`src/assert_macros.svh`:
```
// ----------------------------------------------------------------------------
// Assertion macros
// Clocked assertion shorthands shared by the RTL.
// ----------------------------------------------------------------------------
`ifndef ASSERT_MACROS_SVH
`define ASSERT_MACROS_SVH

// expr must hold at every clock edge outside reset
`define ASSERT_ALWAYS(label, clk, rst_n, expr, msg) \
    label: assert property (@(posedge clk) disable iff (!rst_n) (expr)) else $error(msg);

// cons must hold at every edge where ante holds
`define ASSERT_IMPLY(label, clk, rst_n, ante, cons, msg) \
    label: assert property (@(posedge clk) disable iff (!rst_n) (ante) |-> (cons)) \
        else $error(msg);

`endif

```
`src/mes_pkg.sv`:
```
// ----------------------------------------------------------------------------
// mes_pkg
// Types and constants of the Morse element sequencer.
// ----------------------------------------------------------------------------
`default_nettype none

package mes_pkg;

    localparam int CODE_W    = 8;
    localparam int ELEM_W    = 7;
    localparam int CNT_W     = 3;
    localparam int DIT_W     = 11;
    localparam int DUR_W     = 14;
    localparam int CFG_IDX_W = 2;
    localparam int CFG_DAT_W = 14;

    localparam logic [DUR_W-1:0] DUR_MAX = 14'd8400;

    localparam logic [DIT_W-1:0] DIT_LENGTH_RST      = 11'd100;
    localparam logic             FARNSWORTH_MODE_RST = 1'b0;
    localparam logic [DUR_W-1:0] FARNSWORTH_GAP_RST  = 14'd720;

    localparam logic [CFG_IDX_W-1:0] CFG_DIT_LENGTH      = 2'd0;
    localparam logic [CFG_IDX_W-1:0] CFG_FARNSWORTH_MODE = 2'd1;
    localparam logic [CFG_IDX_W-1:0] CFG_FARNSWORTH_GAP  = 2'd2;

    localparam logic FUNC_CODE = 1'b0;
    localparam logic FUNC_WORD = 1'b1;

    typedef struct packed {
        logic              func;
        logic [CODE_W-1:0] code;
    } t_in_item;

    typedef struct packed {
        logic             tone_on;
        logic [DUR_W-1:0] duration;
        logic             last;
    } t_out_item;

    // classified item: elements left-aligned, current element in the MSB
    typedef struct packed {
        logic              word;
        logic [CNT_W-1:0]  count;
        logic [ELEM_W-1:0] bits;
    } t_desc;

    typedef struct packed {
        logic [DIT_W-1:0] dit_length;
        logic             farnsworth_mode;
        logic [DUR_W-1:0] farnsworth_gap;
    } t_cfg;

    typedef struct packed {
        logic full;
        logic empty;
    } t_q_stat;

endpackage

`default_nettype wire

```
`src/mes_front.sv`:
```
// ----------------------------------------------------------------------------
// mes_front
// Accepts input items, finds the sentinel and registers a descriptor.
// ----------------------------------------------------------------------------
`default_nettype none

module mes_front import mes_pkg::*; (
    input  wire logic     i_clk,
    input  wire logic     i_rst_n,
    input  wire logic     i_push,
    output logic          o_full,
    input  wire t_in_item i_item,
    output logic          o_desc_valid,
    output t_desc         o_desc,
    input  wire logic     i_q_full
);

    logic              r_valid;
    t_desc             r_desc;
    t_desc             n_desc;
    logic [CNT_W-1:0]  top;
    logic [CNT_W-1:0]  shamt;
    logic              accept;
    logic              drain;

    assign drain  = r_valid && !i_q_full;
    assign o_full = r_valid && i_q_full;
    assign accept = i_push && !o_full;

    always_comb begin
        top = '0;
        for (int i = 1; i < CODE_W; i++) begin
            if (i_item.code[i]) begin
                top = CNT_W'(i);
            end
        end
        shamt        = CNT_W'(ELEM_W) - top;
        n_desc.word  = (i_item.func == FUNC_WORD);
        n_desc.count = top;
        n_desc.bits  = i_item.code[ELEM_W-1:0] << shamt;
    end

    always_ff @(posedge i_clk) begin
        if (!i_rst_n) begin
            r_valid <= 1'b0;
        end else if (accept) begin
            r_valid <= 1'b1;
        end else if (drain) begin
            r_valid <= 1'b0;
        end
    end

    always_ff @(posedge i_clk) begin
        if (accept) begin
            r_desc <= n_desc;
        end
    end

    assign o_desc_valid = r_valid;
    assign o_desc       = r_desc;

endmodule

`default_nettype wire

```
`src/mes_queue.sv`:
```
// ----------------------------------------------------------------------------
// mes_queue
// Small descriptor queue between the front and back parts.
// ----------------------------------------------------------------------------
`default_nettype none

module mes_queue import mes_pkg::*; #(
    parameter int DEPTH = 2
) (
    input  wire logic  i_clk,
    input  wire logic  i_rst_n,
    input  wire logic  i_push,
    input  wire t_desc i_desc,
    input  wire logic  i_pop,
    output t_desc      o_desc,
    output t_q_stat    o_stat
);

    localparam int PTR_W = $clog2(DEPTH);
    localparam int CNT_W_Q = $clog2(DEPTH + 1);

    t_desc              r_mem [DEPTH];
    logic [PTR_W-1:0]   r_wr_ptr;
    logic [PTR_W-1:0]   r_rd_ptr;
    logic [CNT_W_Q-1:0] r_count;
    logic               do_push;
    logic               do_pop;

    assign o_stat.full  = (r_count == CNT_W_Q'(DEPTH));
    assign o_stat.empty = (r_count == '0);
    assign do_push      = i_push && !o_stat.full;
    assign do_pop       = i_pop && !o_stat.empty;

    always_ff @(posedge i_clk) begin
        if (!i_rst_n) begin
            r_wr_ptr <= '0;
            r_rd_ptr <= '0;
            r_count  <= '0;
        end else begin
            if (do_push) begin
                r_wr_ptr <= (r_wr_ptr == PTR_W'(DEPTH - 1)) ? '0 : r_wr_ptr + 1'b1;
            end
            if (do_pop) begin
                r_rd_ptr <= (r_rd_ptr == PTR_W'(DEPTH - 1)) ? '0 : r_rd_ptr + 1'b1;
            end
            if (do_push && !do_pop) begin
                r_count <= r_count + 1'b1;
            end else if (do_pop && !do_push) begin
                r_count <= r_count - 1'b1;
            end
        end
    end

    always_ff @(posedge i_clk) begin
        if (do_push) begin
            r_mem[r_wr_ptr] <= i_desc;
        end
    end

    assign o_desc = r_mem[r_rd_ptr];

endmodule

`default_nettype wire

```
`src/mes_back.sv`:
```
// ----------------------------------------------------------------------------
// mes_back
// Steps through a descriptor and emits one key segment per transfer.
// ----------------------------------------------------------------------------
`default_nettype none

module mes_back import mes_pkg::*; (
    input  wire logic    i_clk,
    input  wire logic    i_rst_n,
    input  wire t_cfg    i_cfg,
    input  wire t_q_stat i_q_stat,
    input  wire t_desc   i_desc,
    output logic         o_q_pop,
    output logic         o_empty,
    input  wire logic    i_pop,
    output t_out_item    o_result
);

    logic              r_busy;
    logic              r_word;
    logic [CNT_W-1:0]  r_cnt;
    logic [ELEM_W-1:0] r_bits;
    logic              r_space;
    logic              r_out_valid;
    t_out_item         r_out;

    logic [DUR_W-1:0]  dit_dur;
    logic [DUR_W-1:0]  dah_dur;
    logic [DUR_W:0]    word_raw;
    logic [DUR_W-1:0]  word_dur;
    logic [DUR_W-1:0]  gap_dur;
    t_out_item         seg;
    logic              seg_done;
    logic              out_free;
    logic              load;
    logic              emit;

    assign dit_dur  = DUR_W'(i_cfg.dit_length);
    assign dah_dur  = {2'b0, i_cfg.dit_length, 1'b0} + dit_dur;
    assign word_raw = {1'b0, i_cfg.dit_length, 3'b0} - {4'b0, i_cfg.dit_length};
    assign word_dur = (word_raw > (DUR_W+1)'(DUR_MAX)) ? DUR_MAX : word_raw[DUR_W-1:0];

    always_comb begin
        if (!i_cfg.farnsworth_mode) begin
            gap_dur = dah_dur;
        end else if (i_cfg.farnsworth_gap > DUR_MAX) begin
            gap_dur = DUR_MAX;
        end else begin
            gap_dur = i_cfg.farnsworth_gap;
        end
    end

    always_comb begin
        seg_done = 1'b0;
        priority if (r_word) begin
            seg      = '{tone_on: 1'b0, duration: word_dur, last: 1'b1};
            seg_done = 1'b1;
        end else if (r_cnt == '0) begin
            seg      = '{tone_on: 1'b0, duration: gap_dur, last: 1'b1};
            seg_done = 1'b1;
        end else if (!r_space) begin
            seg = '{tone_on: 1'b1, duration: (r_bits[ELEM_W-1] ? dah_dur : dit_dur),
                    last: 1'b0};
        end else begin
            seg = '{tone_on: 1'b0, duration: dit_dur, last: 1'b0};
        end
    end

    assign out_free = !r_out_valid || i_pop;
    assign load     = !r_busy && !i_q_stat.empty;
    assign emit     = r_busy && out_free;
    assign o_q_pop  = load;

    always_ff @(posedge i_clk) begin
        if (!i_rst_n) begin
            r_busy      <= 1'b0;
            r_space     <= 1'b0;
            r_out_valid <= 1'b0;
        end else begin
            if (load) begin
                r_busy  <= 1'b1;
                r_space <= 1'b0;
            end else if (emit) begin
                if (seg_done) begin
                    r_busy <= 1'b0;
                end
                r_space <= !r_space;
            end
            if (emit) begin
                r_out_valid <= 1'b1;
            end else if (i_pop) begin
                r_out_valid <= 1'b0;
            end
        end
    end

    always_ff @(posedge i_clk) begin
        if (load) begin
            r_word <= i_desc.word;
            r_cnt  <= i_desc.count;
            r_bits <= i_desc.bits;
        end else if (emit && r_space) begin
            r_cnt  <= r_cnt - 1'b1;
            r_bits <= r_bits << 1;
        end
        if (emit) begin
            r_out <= seg;
        end
    end

    assign o_empty  = !r_out_valid;
    assign o_result = r_out;

endmodule

`default_nettype wire

```
`src/morse_element_sequencer_core.sv`:
```
// ----------------------------------------------------------------------------
// morse_element_sequencer_core
// Turns packed Morse characters into timed tone and silence segments.
// ----------------------------------------------------------------------------
// Input channel: push an item (func, code) while full is low. Result channel:
// a segment (tone_on, duration, last) is valid while empty is low and is
// taken with pop; last marks the final segment of an item.
// Configuration: write dit_length, farnsworth_mode or farnsworth_gap through
// the cfg channel, ready is always high; writes only while the block is idle.
// Path: the first segment of an item passes the front register, the queue,
// the back part's item registers and its output register. A code item with n
// elements gives 2n+1 segments, a word space one; the back part emits one
// segment per cycle unless the receiver stalls, and none while loading an item.
// A front register and a descriptor queue of QUEUE_DEPTH entries decouple the
// input from the segment sequencer, which sets the rate.
// Reset: registers return to 100 ms dit, Farnsworth off, 720 ms gap; queues
// are emptied. A stalled receiver holds the segment on the ports; the front
// keeps accepting until the queue and front register fill, then full rises.
// ----------------------------------------------------------------------------
`default_nettype none

`include "assert_macros.svh"

module morse_element_sequencer_core import mes_pkg::*; #(
    parameter int QUEUE_DEPTH = 2
) (
    input  wire logic                 i_clk,
    input  wire logic                 i_rst_n,
    input  wire logic                 i_push,
    output logic                      o_full,
    input  wire t_in_item             i_item,
    output logic                      o_empty,
    input  wire logic                 i_pop,
    output t_out_item                 o_result,
    input  wire logic                 i_cfg_valid,
    output logic                      o_cfg_ready,
    input  wire logic [CFG_IDX_W-1:0] i_cfg_index,
    input  wire logic [CFG_DAT_W-1:0] i_cfg_data
);

    t_cfg    r_cfg;
    logic    desc_valid;
    t_desc   front_desc;
    t_desc   q_desc;
    t_q_stat q_stat;
    logic    q_pop;

    assign o_cfg_ready = 1'b1;

    always_ff @(posedge i_clk) begin
        if (!i_rst_n) begin
            r_cfg.dit_length      <= DIT_LENGTH_RST;
            r_cfg.farnsworth_mode <= FARNSWORTH_MODE_RST;
            r_cfg.farnsworth_gap  <= FARNSWORTH_GAP_RST;
        end else if (i_cfg_valid && o_cfg_ready) begin
            unique case (i_cfg_index)
                CFG_DIT_LENGTH:      r_cfg.dit_length      <= i_cfg_data[DIT_W-1:0];
                CFG_FARNSWORTH_MODE: r_cfg.farnsworth_mode <= i_cfg_data[0];
                CFG_FARNSWORTH_GAP:  r_cfg.farnsworth_gap  <= i_cfg_data[DUR_W-1:0];
                default: begin
                end
            endcase
        end
    end

    mes_front u_front (
        .i_clk        (i_clk),
        .i_rst_n      (i_rst_n),
        .i_push       (i_push),
        .o_full       (o_full),
        .i_item       (i_item),
        .o_desc_valid (desc_valid),
        .o_desc       (front_desc),
        .i_q_full     (q_stat.full)
    );

    mes_queue #(
        .DEPTH (QUEUE_DEPTH)
    ) u_queue (
        .i_clk   (i_clk),
        .i_rst_n (i_rst_n),
        .i_push  (desc_valid),
        .i_desc  (front_desc),
        .i_pop   (q_pop),
        .o_desc  (q_desc),
        .o_stat  (q_stat)
    );

    mes_back u_back (
        .i_clk    (i_clk),
        .i_rst_n  (i_rst_n),
        .i_cfg    (r_cfg),
        .i_q_stat (q_stat),
        .i_desc   (q_desc),
        .o_q_pop  (q_pop),
        .o_empty  (o_empty),
        .i_pop    (i_pop),
        .o_result (o_result)
    );

    `ASSERT_IMPLY(a_full_needs_queue_full, i_clk, i_rst_n, o_full, q_stat.full && desc_valid, "full raised while queue has room")
    `ASSERT_IMPLY(a_tone_not_last, i_clk, i_rst_n, !o_empty && o_result.tone_on, !o_result.last, "tone segment marked last")
    `ASSERT_IMPLY(a_dur_in_range, i_clk, i_rst_n, !o_empty, o_result.duration <= DUR_MAX, "segment duration above limit")

endmodule

`default_nettype wire
```
`config.mk`:
```
export PLATFORM = sky130hd
export DESIGN_NAME = morse_element_sequencer_core
export DESIGN_NICKNAME = d
export VERILOG_FILES = /design/src/mes_pkg.sv /design/src/mes_front.sv /design/src/mes_queue.sv /design/src/mes_back.sv /design/src/morse_element_sequencer_core.sv
export VERILOG_INCLUDE_DIRS = /design/src /design/src/src
export SDC_FILE = /design/constraint.sdc
export NUM_CORES = 1
export LEC_CHECK = 0
export BUFFER_PORTS_ARGS = -buffer_cell sky130_fd_sc_hd__buf_4
export CAP_MARGIN = 15
export CORE_MARGIN = 2
export CORE_UTILIZATION = 24
export CTS_CLUSTER_SIZE = 24
export DETAILED_ROUTE_END_ITERATION = 10
export HOLD_SLACK_MARGIN = 0.08
export SLEW_MARGIN = 20
export SYNTH_ARGS = -nofsm -noshare
export SYNTH_HDL_FRONTEND = slang
export SYNTH_HIERARCHICAL = 1
export SYNTH_SLANG_ARGS = --single-unit
```
`constraint.sdc`:
```
create_clock -name i_clk -period 3.5 [get_ports i_clk]
set_clock_uncertainty 0.15 [all_clocks]
set_input_delay 0.175 -clock i_clk [delete_from_list [all_inputs] [get_ports i_clk]]
set_output_delay 0.175 -clock i_clk [all_outputs]
set_load 0.1 [all_outputs]
```
-- Word level (Yosys, flattened, before mapping)
Memory sizes are Yosys's and may differ from the RTL's. A register that Yosys moved wholly into a read port is not among the register bits.
Cells that the tools add are included.
- output and inout port bits: 19
- bits in read-only memories: 0
- memories: 1
- register bits: 72
- bits in latches: 0
- bits of input ports: 30
- memory bits (writable): 22
- add/sub/neg operators: 8
- shift-type cells: 1
- bitwise gates (word level): 1
- mux-type cells: 35
- multipliers: 0
- eq/ne operators: 3
- reductions and logical operators: 33
- div/mod/pow operators: 0
- magnitude comparators: 2
- memories (memory ; words ; width ; read ports ; clocked after Yosys merged registers in ; wr ports ; RTL line ; source):
    u_queue.r_mem ; 2 ; 11 ; 1 ; 1 ; 1 ; mes_queue.sv:22 ; t_desc r_mem [DEPTH];
- operator list (operator ; number):
    2-to-1 mux 14 bit ; 4
    2-to-1 mux 15 bit ; 2
    2-to-1 mux 3 bit ; 8
    2-to-1 mux 1 bit ; 16
    2-to-1 mux 16 bit ; 1
    > comparator 15 x 14 -> 1 bit, second input constant ; 1
    subtractor 14 x 11 -> 15 bit ; 1
    > comparator 14 bit, second input constant ; 1
    2-to-1 mux 7 bit ; 2
    adder 12 x 11 -> 13 bit ; 1
    nonzero test 2 bit ; 6
    logical AND 1 bit ; 9
    zero test 1 bit ; 8
    AND reduction 2 bit ; 4
    << shifter 7 x 3 -> 7 bit ; 1
    equality test 2 bit, second input constant ; 2
    zero test 2 bit ; 2
    2-to-1 mux 2 bit ; 2
    OR reduction 2 bit ; 2
    zero test 3 bit ; 1
    subtractor 3 x 1 -> 3 bit, second input constant ; 1
    subtractor 3 bit, first input constant ; 1
    adder 1 bit, second input constant ; 2
    adder 2 x 1 -> 2 bit, second input constant ; 1
    4 further kinds ; 4

-- Depth between registers and ports, before layout
- depth in word-level cells: 9
- depth in mapped cells: 10

-- By module
Netlist, hierarchy kept.
- by module, submodules not included (module ; cells each ; area each (µm²) ; times used):
    mes_back ; 302 ; 2742.6 ; 1
    morse_element_sequencer_core ; 109 ; 1083.5 ; 1
    mes_queue ; 59 ; 1023.5 ; 1
    mes_front ; 68 ; 740.7 ; 1

-- Least setup slack after synthesis
No wires, ideal clock.
- path kind: reg2reg
- start point: reg r_cfg[23] (netlist name)
- end point: reg u_back.r_out, in the netlist u_back/o_result[2], data pin
- stages on the path, launching flop included: 10
- path slack: 0.600 ns
- arrival: 2.489 ns
- period minus slack after synthesis: 2.900 ns
- buffers on the path: 0
- cells stage by stage: dfxtp_1 -> inv_1 -> ha_1 -> and3_1 -> or2_1 -> a221oi_2 -> nand3_1 -> and4_1 -> a41o_1 -> a221o_1
- RTL lines (what ; RTL line ; source):
    from (decl) ; morse_element_sequencer_core.sv:41 ; t_cfg r_cfg;
    to (signal assigned) ; mes_back.sv:107 ; r_out <= seg;
    to (decl) ; mes_back.sv:25 ; t_out_item r_out;

==> metrics.txt <==
result of the run=complete, no violations; aggregate negative setup slack=0 ns; GRT Resource Usage Total=a little under an eighth; post-detailed-route count of antenna-violating nets=0; Initial Utilization=roughly 25%; DRC Markers=0; share of final-layout standard cells stronger than drive strength 1=~19%; initial antenna violation count=0; # Post-CTS Setup Buffers=0; ratio of total power to cell area=between 600 and 700 nW/um^2; cells traversed along the worst timing path=inv_1, ha_1, and3_1, nor3_1, o21ai_1, and2_1, o2111a_2, a41o_1, a221o_1; WL final=approximately 13 mm; Worst-path clk slew=0.07 ns; dominant synthesized flop cell=sky130_fd_sc_hd__edfxtp_1; overall overflow remaining after global route=0; Async S/R FF share, synth=0%; TritonCTS Sinks=95; number of cells on the worst reg-to-reg path=9; #FFs+latches synth=95; Die Span X=~160 microns; cell family with the largest share of critical-path delay=compound AO/OA/AOI/OAI gates; timing-limited maximum frequency=311 MHz; placement row count=55; via/cell ratio=approximately 4.6; dpl cell area=about 6300 sq um; # IOs=a little under 50; clock latency on the worst-skew pair=around 0.35 ns; maximum net fanout on the critical path=7; Worst-Margin Slew=just under 1 ns; Post-DP HPWL=9.81 mm; busiest grt layer=met2; max capacitance violation total=0; portion of the clock cycle consumed by the worst path in the final layout=91.7%; endpoint of the worst-slack reg-to-reg timing path=u_back/o_result[2]$_DFFE_PP_; count of unique library cells instantiated by Yosys=86; cts bufs inserted=9; combined area of all synthesized cells=between 5000 and 6000 sq um; final RePlAce weighted congestion=between 0.8 and 0.9; met2 track demand over resource=~17%; element type at the critical path end=flip-flop; ranking of synthesized cells by instance count=60 x sky130_fd_sc_hd__edfxtp_1, 59 x sky130_fd_sc_hd__nand2_1, 35 x sky130_fd_sc_hd__dfxtp_1; Std-Cell Core Area=around 23000 sq um; largest area contributor in the synthesized netlist=sky130_fd_sc_hd__edfxtp_1; fraction of post-synthesis cell area in the top cell type by area=around 32%; number of warning messages in the yosys log=6; max-slew violation count=0; number of buffers inserted by port buffering=between 40 and 50; CTS H-tree lvls=3; setup repair after global routing missed its margin=no; DIE AREA=between 20000 and 25000 sq um; Post-synth EDFFs=60; worst vdd rail ir drop=~0.24 mV; grt met3 use=under 10%; Worst Hold End=u_front/o_desc[0]$_SDFFCE_PP0P_; largest net degree at the start of global routing=48; antenna cells=0; area of all placed cells without fillers=~7000 sq um; Area growth, synth to finish=22.4%; TritonCTS clock tree=built; CP arrival=about 3.1 ns; count of placed standard cells including taps=about 900; first-pass GRT wire length=about 22 mm; Placement Setup Slack=about 0.36 ns; Final Critical Period=roughly 3.2 ns; number of cells on the worst hold path=2; total number of nets in the final design=slightly below 700; relative max-transition margin=between 30% and 40%; master cell of the clock root buffer=sky130_fd_sc_hd__clkbuf_16; number of fillers in the final layout=approximately 2.4k; kind of launch point of the worst setup path=flip-flop; largest incremental delay on the critical path=0.49 ns; final routed wire length divided by cell count=14.2 microns; final-report hold violation count=0; most instantiated library cell after synthesis=sky130_fd_sc_hd__edfxtp_1; path category of the worst min-delay check=in2reg; vias in the first global route=roughly 4.1k; final setup margin=between 0.2 and 0.3 ns; worst-case register-to-register setup slack=around 0.29 ns; Mapped Nets=597; WS Path Type=reg2reg; met1 Usage GRT=between 10% and 20%; number of buffer and inverter stages on the critical path=1; detailed-router iteration count before antenna repair=4; dominant cells by area after synthesis=sky130_fd_sc_hd__edfxtp_1 32%, sky130_fd_sc_hd__dfxtp_1 13%, sky130_fd_sc_hd__ha_1 6.3%, sky130_fd_sc_hd__nand2_1 4.0%, sky130_fd_sc_hd__mux2i_1 3.8%; Final setup viols=0; origin of the critical flop-to-flop path=r_cfg[23]$_SDFFE_PN0P_; Clock Tree Buf Depth=2; startpoint of the most critical hold path=i_item[7]; y dimension of the die=between 150 and 200 microns; mean cell area of the mapped netlist=~10 sq um; post-synthesis instance total=about 540; number of non-filler instances in the completed layout=roughly 930; leakage power total=roughly 2.6 nW; via count=between 4k and 5k; number of DRC markers in iteration 0=roughly 320; master of the slowest instance on the critical path=sky130_fd_sc_hd__dfxtp_1; sequential fraction of the synthesis area=~45%; required arrival time at the worst endpoint=between 3 and 4 ns
## stage by stage
stage	total power, W	utilization [%]	hold slack [ns]
2_1_floorplan	0.00278	-	0.124
3_3_place_gp	0.00318	27.6	0.211
3_5_place_dp	0.00319	27.6	0.207
4_1_cts	0.00416	30.0	0.0922
5_1_grt	0.00434	30.0	0.114
6_report	0.00412	30.0	0.110
## logic make-up after synthesis
kind of cell / after synthesis / share of synthesized area (%)
compound gates: 128 / 16.7
xor+xnor: 18 / 2.95
fa+ha+maj: 29 / 6.62
buf+inv: 53 / 4.50
flops: 95 / 44.8
mux: 40 / 7.59
other cells: 1 / 0.0671
simple gates: 174 / 16.8
## worst register-to-register path: stages, from the launching register on
cell	delay [ns]
sky130_fd_sc_hd__dfxtp_1	0.49
sky130_fd_sc_hd__inv_1	0.13
sky130_fd_sc_hd__ha_1	0.36
sky130_fd_sc_hd__and3_1	0.20
sky130_fd_sc_hd__nor3_1	0.35
sky130_fd_sc_hd__o21ai_1	0.14
sky130_fd_sc_hd__and2_1	0.17
sky130_fd_sc_hd__o2111a_2	0.30
sky130_fd_sc_hd__a41o_1	0.28
sky130_fd_sc_hd__a221o_1	0.36
## routing by layer
layer | vias up | wire, microns
li1 | 2133 | -
met1 | 1987 | 6540
met2 | 114 | 5820
met3 | 14 | 674
met4 | 0 | 204
met5 | - | 0
## layout make-up
type	instances	area (sq um)	area share, %
clock buffer	10	229	3.35
clock inverter	6	51.3	0.750
inverter	34	128	1.87
multi-input combinational	390	2840	41.5
sequential	95	2500	36.6
tap	313	392	5.72
timing repair buffer	84	698	10.2
## worst max-delay path by stage
stage	startpoint	to	cells past startpoint
3_5_place_dp	r_cfg[23]$_SDFFE_PN0P_	u_back/o_result[2]$_DFFE_PP_	9
2_1_floorplan	r_cfg[23]$_SDFFE_PN0P_	u_back/o_result[2]$_DFFE_PP_	9
3_3_place_gp	r_cfg[23]$_SDFFE_PN0P_	u_back/o_result[2]$_DFFE_PP_	9
5_1_grt	r_cfg[23]$_SDFFE_PN0P_	u_back/o_result[2]$_DFFE_PP_	9
4_1_cts	r_cfg[23]$_SDFFE_PN0P_	u_back/o_result[2]$_DFFE_PP_	9
6_report	r_cfg[23]$_SDFFE_PN0P_	u_back/o_result[2]$_DFFE_PP_	9
## timing repair
item                      in CTS  in global routing
gates resized for setup        0                  0
hold endpoints to repair      32                  0
hold buffers                  27                  0
## registers in the layout, summed over array words and instances, names as in the netlist, 2 cells and up, named ones only
signal and count:
r_cfg 26, u_queue/r_mem 22, u_back/o_result 16, u_front/o_desc 11, u_back/r_bits 7, u_back/r_cnt 3, u_queue/r_count 2
## power breakdown
| part | leakage [nW] | internal [W] | total (W) | switching (W) |
|---|---|---|---|---|
| registers | 0.843 | 0.00149 | 0.00162 | 0.000124 |
| logic | 1.61 | 0.000541 | 0.00157 | 0.00103 |
| clock network | 0.128 | 0.000492 | 0.000932 | 0.000441 |
## layout by cell type, fill, tap and decap left out, types with 6 or more instances in the layout
cell type / count
sky130_fd_sc_hd__buf_4: 57
sky130_fd_sc_hd__mux2_2: 18
sky130_fd_sc_hd__nand2_1: 59
sky130_fd_sc_hd__inv_1: 33
sky130_fd_sc_hd__o21a_1: 11
sky130_fd_sc_hd__nor3_1: 10
sky130_fd_sc_hd__ha_1: 28
sky130_fd_sc_hd__o22ai_1: 7
sky130_fd_sc_hd__and2_1: 12
sky130_fd_sc_hd__dlygate4sd3_1: 27
sky130_fd_sc_hd__clkbuf_16: 9
sky130_fd_sc_hd__xor2_1: 6
sky130_fd_sc_hd__nor2b_1: 8
sky130_fd_sc_hd__nand2b_1: 11
sky130_fd_sc_hd__dfxtp_1: 35
sky130_fd_sc_hd__mux2i_1: 21
sky130_fd_sc_hd__edfxtp_1: 60
sky130_fd_sc_hd__xnor2_1: 11
sky130_fd_sc_hd__nor2_1: 31
sky130_fd_sc_hd__a21oi_1: 24
sky130_fd_sc_hd__o21ai_0: 18
sky130_fd_sc_hd__a21o_1: 6
Note: power is estimated with default switching activity, not from simulation.
